## src/hdl/tsmt_pkg.sv

```systemverilog
// Shared types and codes for the timed square mark table.
package tsmt_pkg;

	localparam int CAPACITY_DEF = 64;
	localparam int MAX_OUT      = 64;
	localparam int NREM_W       = $clog2(MAX_OUT);
	localparam int CFG_IDX_W    = 8;
	localparam int CFG_DATA_W   = 16;

	localparam logic [1:0] CMD_ADD   = 2'd0;
	localparam logic [1:0] CMD_QUERY = 2'd1;
	localparam logic [1:0] CMD_SWEEP = 2'd2;
	localparam logic [1:0] CMD_CLEAR = 2'd3;

	localparam logic [3:0] ST_REFRESHED = 4'd0;
	localparam logic [3:0] ST_CREATED   = 4'd1;
	localparam logic [3:0] ST_PRESENT   = 4'd2;
	localparam logic [3:0] ST_ABSENT    = 4'd3;
	localparam logic [3:0] ST_REMOVED   = 4'd4;
	localparam logic [3:0] ST_REJECTED  = 4'd5;
	localparam logic [3:0] ST_FULL      = 4'd6;
	localparam logic [3:0] ST_DONE      = 4'd7;
	localparam logic [3:0] ST_CLEARED   = 4'd8;

	localparam logic [CFG_IDX_W-1:0] REG_ROOM_COUNT   = 8'd0;
	localparam logic [CFG_IDX_W-1:0] REG_ROOM_WIDTH   = 8'd1;
	localparam logic [CFG_IDX_W-1:0] REG_ROOM_HEIGHT  = 8'd2;
	localparam logic [CFG_IDX_W-1:0] REG_LINGER_TICKS = 8'd3;

	typedef struct packed {
		logic        valid;
		logic [9:0]  room;
		logic [7:0]  col;
		logic [7:0]  row;
		logic [31:0] expiry;
	} slot_t;

	// Load and shift controls shared by every cell of the ring
	typedef struct packed {
		logic  shift;
		logic  clr;
		slot_t wdata;
	} cell_ctl_t;

endpackage

```

## src/hdl/tsmt_intf.sv

```systemverilog
// Channel interfaces: request words, result words and register writes.
interface tsmt_req_if import tsmt_pkg::*; ();
	logic        valid;
	logic        ready;
	logic [1:0]  command;
	logic [9:0]  room;
	logic [7:0]  x;
	logic [7:0]  y;
	logic [31:0] current_time;

	modport source(output valid, command, room, x, y, current_time, input ready);
	modport sink(input valid, command, room, x, y, current_time, output ready);
endinterface

interface tsmt_rsp_if import tsmt_pkg::*; ();
	logic        valid;
	logic        ready;
	logic [3:0]  status;
	logic [9:0]  room_res;
	logic [7:0]  x_res;
	logic [7:0]  y_res;
	logic        last;

	modport source(output valid, status, room_res, x_res, y_res, last, input ready);
	modport sink(input valid, status, room_res, x_res, y_res, last, output ready);
endinterface

interface tsmt_cfg_if import tsmt_pkg::*; ();
	logic                  valid;
	logic                  ready;
	logic [CFG_IDX_W-1:0]  index;
	logic [CFG_DATA_W-1:0] data;

	modport source(output valid, index, data, input ready);
	modport sink(input valid, index, data, output ready);
endinterface

```

## src/hdl/tsmt_cell.sv

```systemverilog
// One slot of the mark ring: takes its neighbour's slot on shift, or a direct load.
module tsmt_cell import tsmt_pkg::*; (
	input  logic      clk,
	input  logic      arst_n,
	input  cell_ctl_t ctl,
	input  logic      wr,
	input  slot_t     nb,
	output slot_t     slot
);

	logic        valid_q;
	logic [9:0]  room_q;
	logic [7:0]  col_q;
	logic [7:0]  row_q;
	logic [31:0] expiry_q;

	always_ff @(posedge clk or negedge arst_n) begin
		if (!arst_n) begin
			valid_q <= 1'b0;
		end else if (ctl.clr) begin
			valid_q <= 1'b0;
		end else if (wr) begin
			valid_q <= ctl.wdata.valid;
		end else if (ctl.shift) begin
			valid_q <= nb.valid;
		end
	end

	always_ff @(posedge clk) begin
		if (wr) begin
			room_q   <= ctl.wdata.room;
			col_q    <= ctl.wdata.col;
			row_q    <= ctl.wdata.row;
			expiry_q <= ctl.wdata.expiry;
		end else if (ctl.shift) begin
			room_q   <= nb.room;
			col_q    <= nb.col;
			row_q    <= nb.row;
			expiry_q <= nb.expiry;
		end
	end

	assign slot = '{valid: valid_q, room: room_q, col: col_q, row: row_q, expiry: expiry_q};

endmodule

```

## src/hdl/timed_square_mark_table.sv

```systemverilog
// Timed square mark table: top level with the slot ring, scan control and result register.
//
// The table keeps CAPACITY marks, each a (room, x, y) key with an expiry time, in a ring
// of identical cells. While a word is worked on, the ring rotates by one cell per clock
// unless a sweep holds it, so the head cell shows slot 0, 1, 2 ... in turn and the control
// examines it there; a full turn brings every slot back to its home cell. Add and query
// take one turn to look for the key (and, for add, the lowest free slot), then a final
// step writes the chosen slot and loads the result; the next request word is taken once
// the block is idle again. A sweep takes the same turn, removing each expired mark as it
// passes the head and presenting it as a result; the turn pauses whenever a removal finds
// the result register full and the consumer not ready. A sweep removes at most MAX_OUT - 1
// marks; the rest stay for the next sweep. A rejected add and a clear need no turn and go
// straight to the final step. Any word waits in its final step until the result register
// can take its result. Only one word is worked on at a time; the result register lets the
// ring go on while a result waits.
// Register writes are taken at any time and must only be made while the block is idle.
// Reset empties the table at once; there is no clearing pass.
module timed_square_mark_table import tsmt_pkg::*; #(
	parameter int CAPACITY = CAPACITY_DEF
) (
	input  logic clk,
	input  logic arst_n,
	tsmt_req_if.sink   req,
	tsmt_rsp_if.source rsp,
	tsmt_cfg_if.sink   cfg
);

	localparam int IDX_W = $clog2(CAPACITY);

	localparam logic [1:0] S_IDLE   = 2'd0;
	localparam logic [1:0] S_SCAN   = 2'd1;
	localparam logic [1:0] S_RESULT = 2'd2;

	// configuration registers
	logic [9:0]  room_count_q;
	logic [7:0]  room_width_q;
	logic [7:0]  room_height_q;
	logic [15:0] linger_q;

	// word being worked on
	logic [1:0]  state_q;
	logic [1:0]  cmd_q;
	logic [9:0]  room_q;
	logic [7:0]  x_q;
	logic [7:0]  y_q;
	logic [31:0] now_q;
	logic [31:0] exp_q;
	logic        rej_q;

	// scan progress
	logic [IDX_W-1:0]  step_q;
	logic              hit_q;
	logic [IDX_W-1:0]  hit_idx_q;
	logic              free_q;
	logic [IDX_W-1:0]  free_idx_q;
	logic [NREM_W-1:0] nrem_q;

	// result register
	logic        out_valid_q;
	logic [3:0]  status_q;
	logic [9:0]  room_res_q;
	logic [7:0]  x_res_q;
	logic [7:0]  y_res_q;
	logic        last_q;

	// ring
	slot_t             cell_slot [CAPACITY];
	slot_t             ring_in   [CAPACITY];
	logic [CAPACITY-1:0] valid_vec;
	cell_ctl_t         ctl;
	logic              wr_en;
	logic [IDX_W-1:0]  wr_idx;

	logic        accept;
	logic        out_can_load;
	logic        out_load;
	logic [3:0]  ld_status;
	logic [9:0]  ld_room;
	logic [7:0]  ld_x;
	logic [7:0]  ld_y;
	logic        ld_last;
	slot_t       head;
	logic        key_match;
	logic        remove_now;
	logic        advance;
	logic        in_reject;
	logic [32:0] exp_sum;

	// ---------------------------------------------------------------- configuration
	assign cfg.ready = 1'b1;

	always_ff @(posedge clk or negedge arst_n) begin
		if (!arst_n) begin
			room_count_q  <= 10'd0;
			room_width_q  <= 8'd20;
			room_height_q <= 8'd20;
			linger_q      <= 16'd100;
		end else if (cfg.valid) begin
			case (cfg.index)
				REG_ROOM_COUNT:   room_count_q  <= cfg.data[9:0];
				REG_ROOM_WIDTH:   room_width_q  <= cfg.data[7:0];
				REG_ROOM_HEIGHT:  room_height_q <= cfg.data[7:0];
				REG_LINGER_TICKS: linger_q      <= cfg.data;
				default: ;
			endcase
		end
	end

	// ---------------------------------------------------------------- request side
	assign req.ready = (state_q == S_IDLE);
	assign accept    = req.valid && req.ready;

	// add range check; a query checks the room only, at the end of its turn
	assign in_reject = (req.room >= room_count_q) || (req.x >= room_width_q) ||
	                   (req.y >= room_height_q);

	// expiry = now + linger, held at the top of the time range
	assign exp_sum = {1'b0, req.current_time} + {17'd0, linger_q};

	always_ff @(posedge clk) begin
		if (accept) begin
			cmd_q <= req.command;
			room_q <= req.room;
			x_q    <= req.x;
			y_q    <= req.y;
			now_q  <= req.current_time;
			exp_q  <= exp_sum[32] ? 32'hFFFF_FFFF : exp_sum[31:0];
		end
	end

	// ---------------------------------------------------------------- head of the ring
	assign head      = cell_slot[0];
	assign key_match = head.valid && (head.room == room_q) && (head.col == x_q) &&
	                   (head.row == y_q);

	// drop an expired mark as it passes, while the sweep still has room for results
	assign remove_now = (state_q == S_SCAN) && (cmd_q == CMD_SWEEP) && head.valid &&
	                    (head.expiry <= now_q) && (nrem_q != NREM_W'(MAX_OUT - 1));

	assign out_can_load = !out_valid_q || rsp.ready;

	// hold the ring while a removal waits for the result register
	assign advance = (state_q == S_SCAN) && (!remove_now || out_can_load);

	// ---------------------------------------------------------------- result selection
	always_comb begin
		ld_status = ST_DONE;
		ld_room   = 10'd0;
		ld_x      = 8'd0;
		ld_y      = 8'd0;
		ld_last   = 1'b1;
		wr_en     = 1'b0;
		wr_idx    = free_idx_q;
		ctl.shift = advance;
		ctl.clr   = accept && (req.command == CMD_CLEAR);
		ctl.wdata = '{valid: 1'b1, room: room_q, col: x_q, row: y_q, expiry: exp_q};
		if (state_q == S_SCAN) begin
			ld_status = ST_REMOVED;
			ld_room   = head.room;
			ld_x      = head.col;
			ld_y      = head.row;
			ld_last   = 1'b0;
		end else begin
			case (cmd_q)
				CMD_ADD: begin
					ld_room = room_q;
					ld_x    = x_q;
					ld_y    = y_q;
					if (rej_q) begin
						ld_status = ST_REJECTED;
					end else if (hit_q) begin
						ld_status = ST_REFRESHED;
						wr_en     = 1'b1;
						wr_idx    = hit_idx_q;
					end else if (free_q) begin
						ld_status = ST_CREATED;
						wr_en     = 1'b1;
					end else begin
						ld_status = ST_FULL;
					end
				end
				CMD_QUERY: begin
					ld_room   = room_q;
					ld_x      = x_q;
					ld_y      = y_q;
					ld_status = (hit_q && (room_q < room_count_q)) ? ST_PRESENT : ST_ABSENT;
				end
				CMD_SWEEP: ld_status = ST_DONE;
				CMD_CLEAR: ld_status = ST_CLEARED;
				default:   ld_status = ST_DONE;
			endcase
		end
		wr_en = wr_en && (state_q == S_RESULT) && out_can_load;
	end

	assign out_load = ((state_q == S_SCAN) && remove_now && out_can_load) ||
	                  ((state_q == S_RESULT) && out_can_load);

	// ---------------------------------------------------------------- ring of cells
	// head goes round to the tail, emptied if it was removed on the way
	always_comb begin
		for (int k = 0; k < CAPACITY - 1; k++) begin
			ring_in[k] = cell_slot[k + 1];
		end
		ring_in[CAPACITY - 1]       = head;
		ring_in[CAPACITY - 1].valid = head.valid && !remove_now;
	end

	for (genvar k = 0; k < CAPACITY; k++) begin : g_cell
		tsmt_cell u_cell (
			.clk    (clk),
			.arst_n (arst_n),
			.ctl    (ctl),
			.wr     (wr_en && (wr_idx == IDX_W'(k))),
			.nb     (ring_in[k]),
			.slot   (cell_slot[k])
		);
		assign valid_vec[k] = cell_slot[k].valid;
	end

	// ---------------------------------------------------------------- control
	always_ff @(posedge clk or negedge arst_n) begin
		if (!arst_n) begin
			state_q    <= S_IDLE;
			rej_q      <= 1'b0;
			step_q     <= '0;
			hit_q      <= 1'b0;
			hit_idx_q  <= '0;
			free_q     <= 1'b0;
			free_idx_q <= '0;
			nrem_q     <= '0;
		end else begin
			case (state_q)
				S_IDLE: begin
					if (accept) begin
						step_q <= '0;
						hit_q  <= 1'b0;
						free_q <= 1'b0;
						nrem_q <= '0;
						rej_q  <= (req.command == CMD_ADD) && in_reject;
						if ((req.command == CMD_CLEAR) ||
						    ((req.command == CMD_ADD) && in_reject)) begin
							state_q <= S_RESULT;
						end else begin
							state_q <= S_SCAN;
						end
					end
				end
				S_SCAN: begin
					if (advance) begin
						if (key_match && !hit_q) begin
							hit_q     <= 1'b1;
							hit_idx_q <= step_q;
						end
						if (!head.valid && !free_q) begin
							free_q     <= 1'b1;
							free_idx_q <= step_q;
						end
						if (remove_now) begin
							nrem_q <= nrem_q + 1'b1;
						end
						if (step_q == IDX_W'(CAPACITY - 1)) begin
							step_q  <= '0;
							state_q <= S_RESULT;
						end else begin
							step_q <= step_q + 1'b1;
						end
					end
				end
				S_RESULT: begin
					if (out_can_load) begin
						state_q <= S_IDLE;
					end
				end
				default: state_q <= S_IDLE;
			endcase
		end
	end

	// ---------------------------------------------------------------- result register
	always_ff @(posedge clk or negedge arst_n) begin
		if (!arst_n) begin
			out_valid_q <= 1'b0;
		end else if (out_load) begin
			out_valid_q <= 1'b1;
		end else if (rsp.ready) begin
			out_valid_q <= 1'b0;
		end
	end

	always_ff @(posedge clk) begin
		if (out_load) begin
			status_q   <= ld_status;
			room_res_q <= ld_room;
			x_res_q    <= ld_x;
			y_res_q    <= ld_y;
			last_q     <= ld_last;
		end
	end

	assign rsp.valid    = out_valid_q;
	assign rsp.status   = status_q;
	assign rsp.room_res = room_res_q;
	assign rsp.x_res    = x_res_q;
	assign rsp.y_res    = y_res_q;
	assign rsp.last     = last_q;

	// ---------------------------------------------------------------- checks
	// a clear empties every slot in the very next cycle
	a_clear_empties: assert property (@(posedge clk) disable iff (!arst_n)
		(accept && (req.command == CMD_CLEAR)) |=> (valid_vec == '0))
		else $error("table not empty after clear");

	// the ring is back at its home position whenever the block is idle
	a_ring_home: assert property (@(posedge clk) disable iff (!arst_n)
		(state_q == S_IDLE) |-> (step_q == '0))
		else $error("ring left out of alignment");

	// the final result of a word ends its work
	a_last_ends: assert property (@(posedge clk) disable iff (!arst_n)
		(out_load && ld_last) |=> (state_q == S_IDLE))
		else $error("work continues after final result");

	// the ring never turns while a request may be taken
	a_idle_still: assert property (@(posedge clk) disable iff (!arst_n)
		req.ready |-> !ctl.shift)
		else $error("ring shifts while idle");

endmodule

```

## src/flat_wrapper.sv

```systemverilog
// flat-port wrapper written by rule: the top's interface ports become plain ports
module timed_square_mark_table_flat import tsmt_pkg::*;
#(
	parameter int CAPACITY = CAPACITY_DEF
)
  (clk, arst_n, req_valid, req_command, req_room, req_x, req_y, req_current_time, req_ready, rsp_valid, rsp_status, rsp_room_res, rsp_x_res, rsp_y_res, rsp_last, rsp_ready, cfg_valid, cfg_index, cfg_data, cfg_ready);
  tsmt_req_if req_i ();
  tsmt_rsp_if rsp_i ();
  tsmt_cfg_if cfg_i ();
  input  logic clk;
  input  logic arst_n;
  input wire logic [$bits(req_i.valid)-1:0] req_valid;
  input wire logic [$bits(req_i.command)-1:0] req_command;
  input wire logic [$bits(req_i.room)-1:0] req_room;
  input wire logic [$bits(req_i.x)-1:0] req_x;
  input wire logic [$bits(req_i.y)-1:0] req_y;
  input wire logic [$bits(req_i.current_time)-1:0] req_current_time;
  output wire logic [$bits(req_i.ready)-1:0] req_ready;
  output wire logic [$bits(rsp_i.valid)-1:0] rsp_valid;
  output wire logic [$bits(rsp_i.status)-1:0] rsp_status;
  output wire logic [$bits(rsp_i.room_res)-1:0] rsp_room_res;
  output wire logic [$bits(rsp_i.x_res)-1:0] rsp_x_res;
  output wire logic [$bits(rsp_i.y_res)-1:0] rsp_y_res;
  output wire logic [$bits(rsp_i.last)-1:0] rsp_last;
  input wire logic [$bits(rsp_i.ready)-1:0] rsp_ready;
  input wire logic [$bits(cfg_i.valid)-1:0] cfg_valid;
  input wire logic [$bits(cfg_i.index)-1:0] cfg_index;
  input wire logic [$bits(cfg_i.data)-1:0] cfg_data;
  output wire logic [$bits(cfg_i.ready)-1:0] cfg_ready;
  assign req_i.valid = req_valid;
  assign req_i.command = req_command;
  assign req_i.room = req_room;
  assign req_i.x = req_x;
  assign req_i.y = req_y;
  assign req_i.current_time = req_current_time;
  assign req_ready = req_i.ready;
  assign rsp_valid = rsp_i.valid;
  assign rsp_status = rsp_i.status;
  assign rsp_room_res = rsp_i.room_res;
  assign rsp_x_res = rsp_i.x_res;
  assign rsp_y_res = rsp_i.y_res;
  assign rsp_last = rsp_i.last;
  assign rsp_i.ready = rsp_ready;
  assign cfg_i.valid = cfg_valid;
  assign cfg_i.index = cfg_index;
  assign cfg_i.data = cfg_data;
  assign cfg_ready = cfg_i.ready;
  timed_square_mark_table #(.CAPACITY(CAPACITY)) u_core (.clk(clk), .arst_n(arst_n), .req(req_i), .rsp(rsp_i), .cfg(cfg_i));
endmodule
```

## config.mk

```make
export PLATFORM = sky130hd
export DESIGN_NAME = timed_square_mark_table_flat
export DESIGN_NICKNAME = d
export VERILOG_FILES = /design/src/hdl/tsmt_pkg.sv /design/src/hdl/tsmt_intf.sv /design/src/hdl/tsmt_cell.sv /design/src/hdl/timed_square_mark_table.sv /design/src/flat_wrapper.sv
export SDC_FILE = /design/constraint.sdc
export NUM_CORES = 2
export LEC_CHECK = 0
export BUFFER_PORTS_ARGS = -buffer_cell sky130_fd_sc_hd__buf_4
export CAP_MARGIN = 20
export CELL_PAD_IN_SITES_DETAIL_PLACEMENT = 1
export CELL_PAD_IN_SITES_GLOBAL_PLACEMENT = 1
export CORE_AREA = 2 2 957 673
export DETAILED_ROUTE_END_ITERATION = 8
export DIE_AREA = 0 0 959 675
export PLACE_DENSITY = 0.52
export SLEW_MARGIN = 30
export SYNTH_ARGS = -nofsm -noshare
export SYNTH_HDL_FRONTEND = slang
export SYNTH_HIERARCHICAL = 1
export SYNTH_SLANG_ARGS = --single-unit
export TNS_END_PERCENT = 10
```

## constraint.sdc

```tcl
create_clock -name clk -period 5.7 [get_ports clk]
set_input_delay 0.285 -clock clk [delete_from_list [all_inputs] [get_ports clk]]
set_output_delay 0.285 -clock clk [all_outputs]
set_load 0.01 [all_outputs]
```

## Yosys cells after proc, flatten, opt, wreduce, memory -nomap -nowiden

Cells that the tools add are included.
Widths: inputs -> output; s select.

- Order comparisons: 5
- Mux-type cells: 747
- $mul: 0
- Equal/unequal tests: 84
- Add/subtract/negate cells: 3
- Shift-type cells: 0
- Divide/modulo/power cells: 0
- Bitwise logic cells: 0
- Reductions and logical operators: 243

Operator list:

| operator | count |
|---|---|
| $mux 32 | 128 |
| $mux 8 | 260 |
| $mux 10 | 130 |
| $mux 1 | 206 |
| $eq 6x6->1 const B | 33 |
| $reduce_bool 3->1 | 64 |
| $reduce_bool 2->1 | 66 |
| $eq 6x5->1 const B | 16 |
| $logic_and 1x1->1 | 84 |
| $mux 6 | 9 |
| $eq 6x4->1 const B | 8 |
| $add 32x16->33 | 1 |
| $le 32x32->1 | 1 |
| $eq 6x3->1 const B | 4 |
| $pmux 6 s2 | 2 |
| $eq 8x2->1 const B | 2 |
| $eq 8x8->1 | 2 |
| $ge 8x8->1 | 2 |
| $pmux 4 s4 | 1 |
| $reduce_and 4->1 | 4 |
| $add 6x1->6 const B | 2 |
| $eq 6x2->1 const B | 2 |
| $eq 10x10->1 | 1 |
| $ge 10x10->1 | 1 |
| other kinds (21) | 53 |

- Input bits: 89
- Word-level logic and storage cells: 1426
- Output and inout bits: 34
- Bits in read-only memories: 0
- Memories kept: 0
- Latch bits: 0
- Flip-flop bits (word level): 3971
- Bits in writable memories: 0

## Depth between registers and ports, before layout

- Depth after elaboration: 11
- Depth in mapped cells: 16
- Gate-level depth less buffers: 11

## By module

Netlist, hierarchy kept.

Modules (own cells, without submodules):

| module | instances | seq. area each (µm²) | area each (µm²) | cells an instance |
|---|---|---|---|---|
| tsmt_cell | 64 | 1766.7 | 2815.2 | 130 |
| timed_square_mark_table | 1 | 5504.0 | 10786.6 | 961 |

## Worst setup path before layout

OpenSTA, ideal clock, no wires.

- Kind: register to register
- Start point: register u_core.state_q[1]
- End point: register u_core.g_cell[0].u_cell.valid_q
- Clock period less this slack: 5336 ps
- Slack: 364 ps
- Data arrival time: 5076 ps
- Buffers on the path: 1
- Required time: 5440 ps
- Stages on the path, launching flop included: 7
- Library setup time: 260 ps
- Path through: dfrtp_1 > clkbuf_1 > nor2_1 > nand2_1 > inv_1 > and3_1 > a211oi_2

RTL lines:

| element | line | RTL |
|---|---|---|
| start, declared | timed_square_mark_table.sv:41 | `logic [1:0] state_q;` |
| start signal, assigned | timed_square_mark_table.sv:224 | `state_q <= S_IDLE;` |
| start signal, assigned | timed_square_mark_table.sv:243 | `state_q <= S_RESULT;` |
| start signal, assigned | timed_square_mark_table.sv:245 | `state_q <= S_SCAN;` |
| end signal, assigned | tsmt_cell.sv:23 | `valid_q <= ctl.wdata.valid;` |
| end signal, assigned | tsmt_cell.sv:25 | `valid_q <= nb.valid;` |
| end, declared | tsmt_cell.sv:11 | `logic valid_q;` |

## Worst setup path after layout

- Start point: register u_core.g_cell[0].u_cell.expiry_q[27]
- End point: register u_core.g_cell[24].u_cell.expiry_q[5] (enable)

- Word-level cells in the longest chain between the ends: 7

Ends and longest elaborated chain:

| element | line | RTL |
|---|---|---|
| start, declared | tsmt_cell.sv:15 | `logic [31:0] expiry_q;` |
| start signal, assigned | tsmt_cell.sv:34 | `expiry_q <= ctl.wdata.expiry;` |
| start signal, assigned | tsmt_cell.sv:39 | `expiry_q <= nb.expiry;` |
| $le 32x32->1 | timed_square_mark_table.sv:138 | `(head.expiry <= now_q) && (nrem_q != NREM_W'(MAX_OUT - 1));` |
| $logic_and 1x1->1 | timed_square_mark_table.sv:137 | `assign remove_now = (state_q == S_SCAN) && (cmd_q == CMD_SWEEP) && head.valid &&` |
| $logic_and 1x1->1 | timed_square_mark_table.sv:138 |  |
| $logic_not 1->1 | timed_square_mark_table.sv:143 | `assign advance = (state_q == S_SCAN) && (!remove_now \|\| out_can_load);` |
| $logic_or 1x1->1 | timed_square_mark_table.sv:143 |  |
| $logic_and 1x1->1 | timed_square_mark_table.sv:143 |  |
| via u_core.advance | timed_square_mark_table.sv:85 | `logic advance;` |
| $reduce_bool 2->1 (no source line) | - |  |
| end signal, assigned | tsmt_cell.sv:34 |  |
| end signal, assigned | tsmt_cell.sv:39 |  |
| end, declared | tsmt_cell.sv:15 |  |

The timed path passes the listed nets, and every way through them passes these cells.
A chain may end at the register's enable or synchronous reset.

==> impl_metrics.env <==
export IMPL_outcome="complete, no violations"
export IMPL_path_clk_slew_ns=0.06
export IMPL_ys_ff_latch=3971
export IMPL_postRouteAntennaNets=0
export IMPL_hold_path_class="input port to register"
export IMPL_final_nets=10060
export IMPL_crit_chain="ha_1, nand4_1, nor4_1, o31ai_2, a31oi_4, nor3_4, nor2_4, buf_4, or2_2, buf_12"
export IMPL_grt_pass1_wl_mm=720.6
export IMPL_syn_area_um2=191000
export IMPL_crit_path_end_kind="register"
export IMPL_syn2layout_area_growth_pct=11.66
export IMPL_dp_hpwl_mm=317.7
export IMPL_finalSetupViolations=0
export IMPL_die_w_um=959
export IMPL_hold_path_endpoint="u_core/exp_q[20]"
export IMPL_totalWireLength_mm=495.3
export IMPL_r2r_setup_slack_ns=0.79
export IMPL_place_gp_congestion=0.8312
export IMPL_maxSlewViolCount=0
export IMPL_critical_path_max_stage_delay_ns=0.86
export IMPL_cts_tree="done"
export IMPL_grt_ovfl_total=0
export IMPL_async_reset_ff_share_pct=3.425
export IMPL_fin_crit_sh_pct=86.16
export IMPL_grt_max_degree=78
export IMPL_clkLatencyLatePin_ns=1.07
export IMPL_total_leakage_power_nw=76.35
export IMPL_drc_errors=0
export IMPL_hold_viol=0
export IMPL_synth_top_cell_by_area="edfxtp_1"
export IMPL_worst_r2r_cell_count=10
export IMPL_start_kind="register"
export IMPL_core_area_um2=638700
export IMPL_ir_drop_mv=0.3034
export IMPL_p_total_mw=106.2
export IMPL_cts_buffers=404
export IMPL_final_area_um2=213200
export IMPL_dpl_cell_area_um2=198700
export IMPL_path_max_fanout=48
export IMPL_drt_iter0_drc=7871
export IMPL_ys_seq_area_share_pct=62.09
export IMPL_criticalPathCategory="register to register"
export IMPL_finClkSkew_ns=0.1390
export IMPL_ctsHoldBuffers=173
export IMPL_yosysTopAreaCellShare_pct=60.31
export IMPL_critPathBufInv=2
export IMPL_cts_resized=0
export IMPL_relSlewSlack_pct=22.35
export IMPL_r2r_end="u_core/g_cell[24].u_cell/expiry_q[5]"
export IMPL_numPortBuffers=121
export IMPL_power_per_cell_area_nw_per_um2=497.9
export IMPL_synth_distinct_cells=79
export IMPL_r2r_start="u_core/g_cell[0].u_cell/expiry_q[27]"
export IMPL_min_from="req_current_time[20]"
export IMPL_die_area_um2=647300
export IMPL_critical_path_required_ns=6.30
export IMPL_tightestPinTransition_ns=1.135
export IMPL_ys_flop_type="edfxtp_1"
export IMPL_fin_setup_tns_ns=0
export IMPL_yosys_top_cells_area="edfxtp_1 60%, mux2_4 29%, buf_12 4.0%"
export IMPL_cts_sinks=3971
export IMPL_final_util_pct=33.39
export IMPL_track_usage_pct=14.98
export IMPL_clockRootBuffer="clkbuf_16"
export IMPL_h_tree_depth=5
export IMPL_antenna_found_initial=31
export IMPL_ios=123
export IMPL_cp_top_family="simple AND/OR/NAND/NOR gates"
export IMPL_syn_area_per_cell_um2=20.58
export IMPL_post_cts_repair_setup_buffers=0
export IMPL_min_path_cells=4
export IMPL_drive_above_1_share_pct=49.50
export IMPL_dieHeight_um=675
export IMPL_start_util_pct=29.90
export IMPL_cap_viol_max_count=0
export IMPL_vias=87790
export IMPL_avgViaCountPerCell=4.674
export IMPL_worst_path_max_delay_cell="nor4_1"
export IMPL_nFillCells=63320
export IMPL_holdWs_ns=0.1457
export IMPL_first_global_vias=93550
export IMPL_clockBufferDepth=4
export IMPL_drt_pass1_iterations=5
export IMPL_max_freq_mhz=203.6
export IMPL_syn_inst=9281
export IMPL_rsz0062_at_grt="no"
export IMPL_period_needed_ns=4.911
export IMPL_row_count=246
export IMPL_yosys_warnings=6
export IMPL_worstPathArrival_ns=5.51
export IMPL_synth_edf_count=3835
export IMPL_routedWlPerCell_um=26.37
[worst reg2reg max path, cell delays in order (launching register included)]
cell and delay [ns]:
edfxtp_1 0.61, ha_1 0.44, nand4_1 0.17, nor4_1 0.86, o31ai_2 0.21, a31oi_4 0.32, nor3_4 0.12, nor2_4 0.34
buf_4 0.46, or2_2 0.48, buf_12 0.37
[Yosys cell counts, types with 66 or more instances]
master,count
buf_4,66
inv_1,138
nor2_1,95
buf_12,384
ha_1,89
or2_2,83
mux2i_1,68
nand2_1,76
edfxtp_1,3835
nor2b_1,76
dfrtp_1,129
mux2_4,3712
[state kept, by name, indices dropped and copies added, names as in the netlist, 8 cells and up]
signal,cells
u_core/rsp.room_res,10
u_core/g_cell.u_cell/expiry_q,2048
u_core/g_cell.u_cell/col_q,512
u_core/g_cell.u_cell/room_q,640
u_core/y_q,8
u_core/exp_q,32
u_core/now_q,32
u_core/g_cell.u_cell/valid_q,64
u_core/rsp.y_res,8
u_core/room_q,10
u_core/g_cell.u_cell/row_q,512
u_core/room_height_q,8
u_core/linger_q,16
u_core/rsp.x_res,8
u_core/x_q,8
u_core/room_count_q,10
u_core/room_width_q,8
[through the flow]
stage               worst slack (ns)  std cells
floorplan                     0.3640       9345
global placement               1.101      17860
detailed placement             1.070      17860
CTS                           0.9279      18770
global route                  0.7326      18780
finish                        0.7889      18780
[kinds of logic after synthesis]
logic type	after synthesis	share of synthesized area [%]
compound gates	233	1.037
xor+xnor	44	0.2018
fa+ha+maj	90	0.5936
buf+inv	674	4.977
flops	3971	62.09
mux	3833	29.85
other cells	1	0.001964
simple gates	435	1.240
[area by class of cell]
class	instances	area, um^2	share of cell area (%)
clock buffer	520	10710	5.022
timing repair buffer	668	7073	3.317
tap	8556	10710	5.020
inverter	140	528.0	0.2476
multi-input combinational	4700	63630	29.84
antenna	8	20.02	0.009388
clock inverter	219	1994	0.9353
sequential	3971	118600	55.61
[cell usage in the layout (no fill, tap or decap), types with 8 or more instances in the layout]
cell	Yosys	routed
nor3_1	11	11
conb_1	1	65
buf_4	66	366
a21oi_1	40	39
dlygate4sd3_1	0	172
a31oi_1	11	11
dfrtp_1	129	129
bufinv_16	0	27
diode_2	0	8
clkbuf_16	0	407
buf_12	384	126
a22o_1	30	30
nand2b_1	10	9
clkinv_2	0	71
a211oi_2	64	64
mux2_2	53	53
nor2_4	1	65
clkbuf_8	0	10
ha_1	89	89
nand3_1	19	18
a21o_1	10	10
clkbuf_1	18	103
xnor2_1	30	30
mux2i_1	68	68
inv_1	138	137
or2_2	83	83
o21ai_0	31	31
mux2_4	3712	3712
nor2_1	95	31
edfxtp_1	3835	3835
clkinv_1	0	86
nor2b_1	76	76
nand2_1	76	75
clkinvlp_4	0	11
nand4_1	18	18
xor2_1	14	14
[per-layer routing]
metal / track usage, % / routed length [um]
met5: 0.1713 / 156
met1: 23.78 / 253300
met2: 20.76 / 200300
met4: 2.701 / 8862
met3: 3.239 / 32640
[report_power, final]
group	total, mW	switching, mW	leakage (nW)	internal, mW
logic	27.3	13.8	32.2	13.5
clock network	26.3	11.8	6.18	14.5
registers	52.6	4.71	37.9	47.9
[worst max-delay path by stage]
stage	start	to	slack, ns	cells past startpoint
2_1_floorplan	u_core/state_q[1]	u_core/g_cell[0].u_cell/valid_q	0.36	6
3_3_place_gp	u_core/g_cell[0].u_cell/expiry_q[24]	u_core/g_cell[24].u_cell/expiry_q[0]	1.10	10
3_5_place_dp	u_core/g_cell[0].u_cell/expiry_q[27]	u_core/g_cell[24].u_cell/expiry_q[9]	1.07	10
4_1_cts	u_core/g_cell[0].u_cell/expiry_q[27]	u_core/g_cell[24].u_cell/row_q[2]	0.93	10
5_1_grt	u_core/g_cell[0].u_cell/expiry_q[25]	u_core/g_cell[24].u_cell/expiry_q[5]	0.73	10
6_report	u_core/g_cell[0].u_cell/expiry_q[27]	u_core/g_cell[24].u_cell/expiry_q[5]	0.79	10
Note: power is estimated with default switching activity, not from simulation.
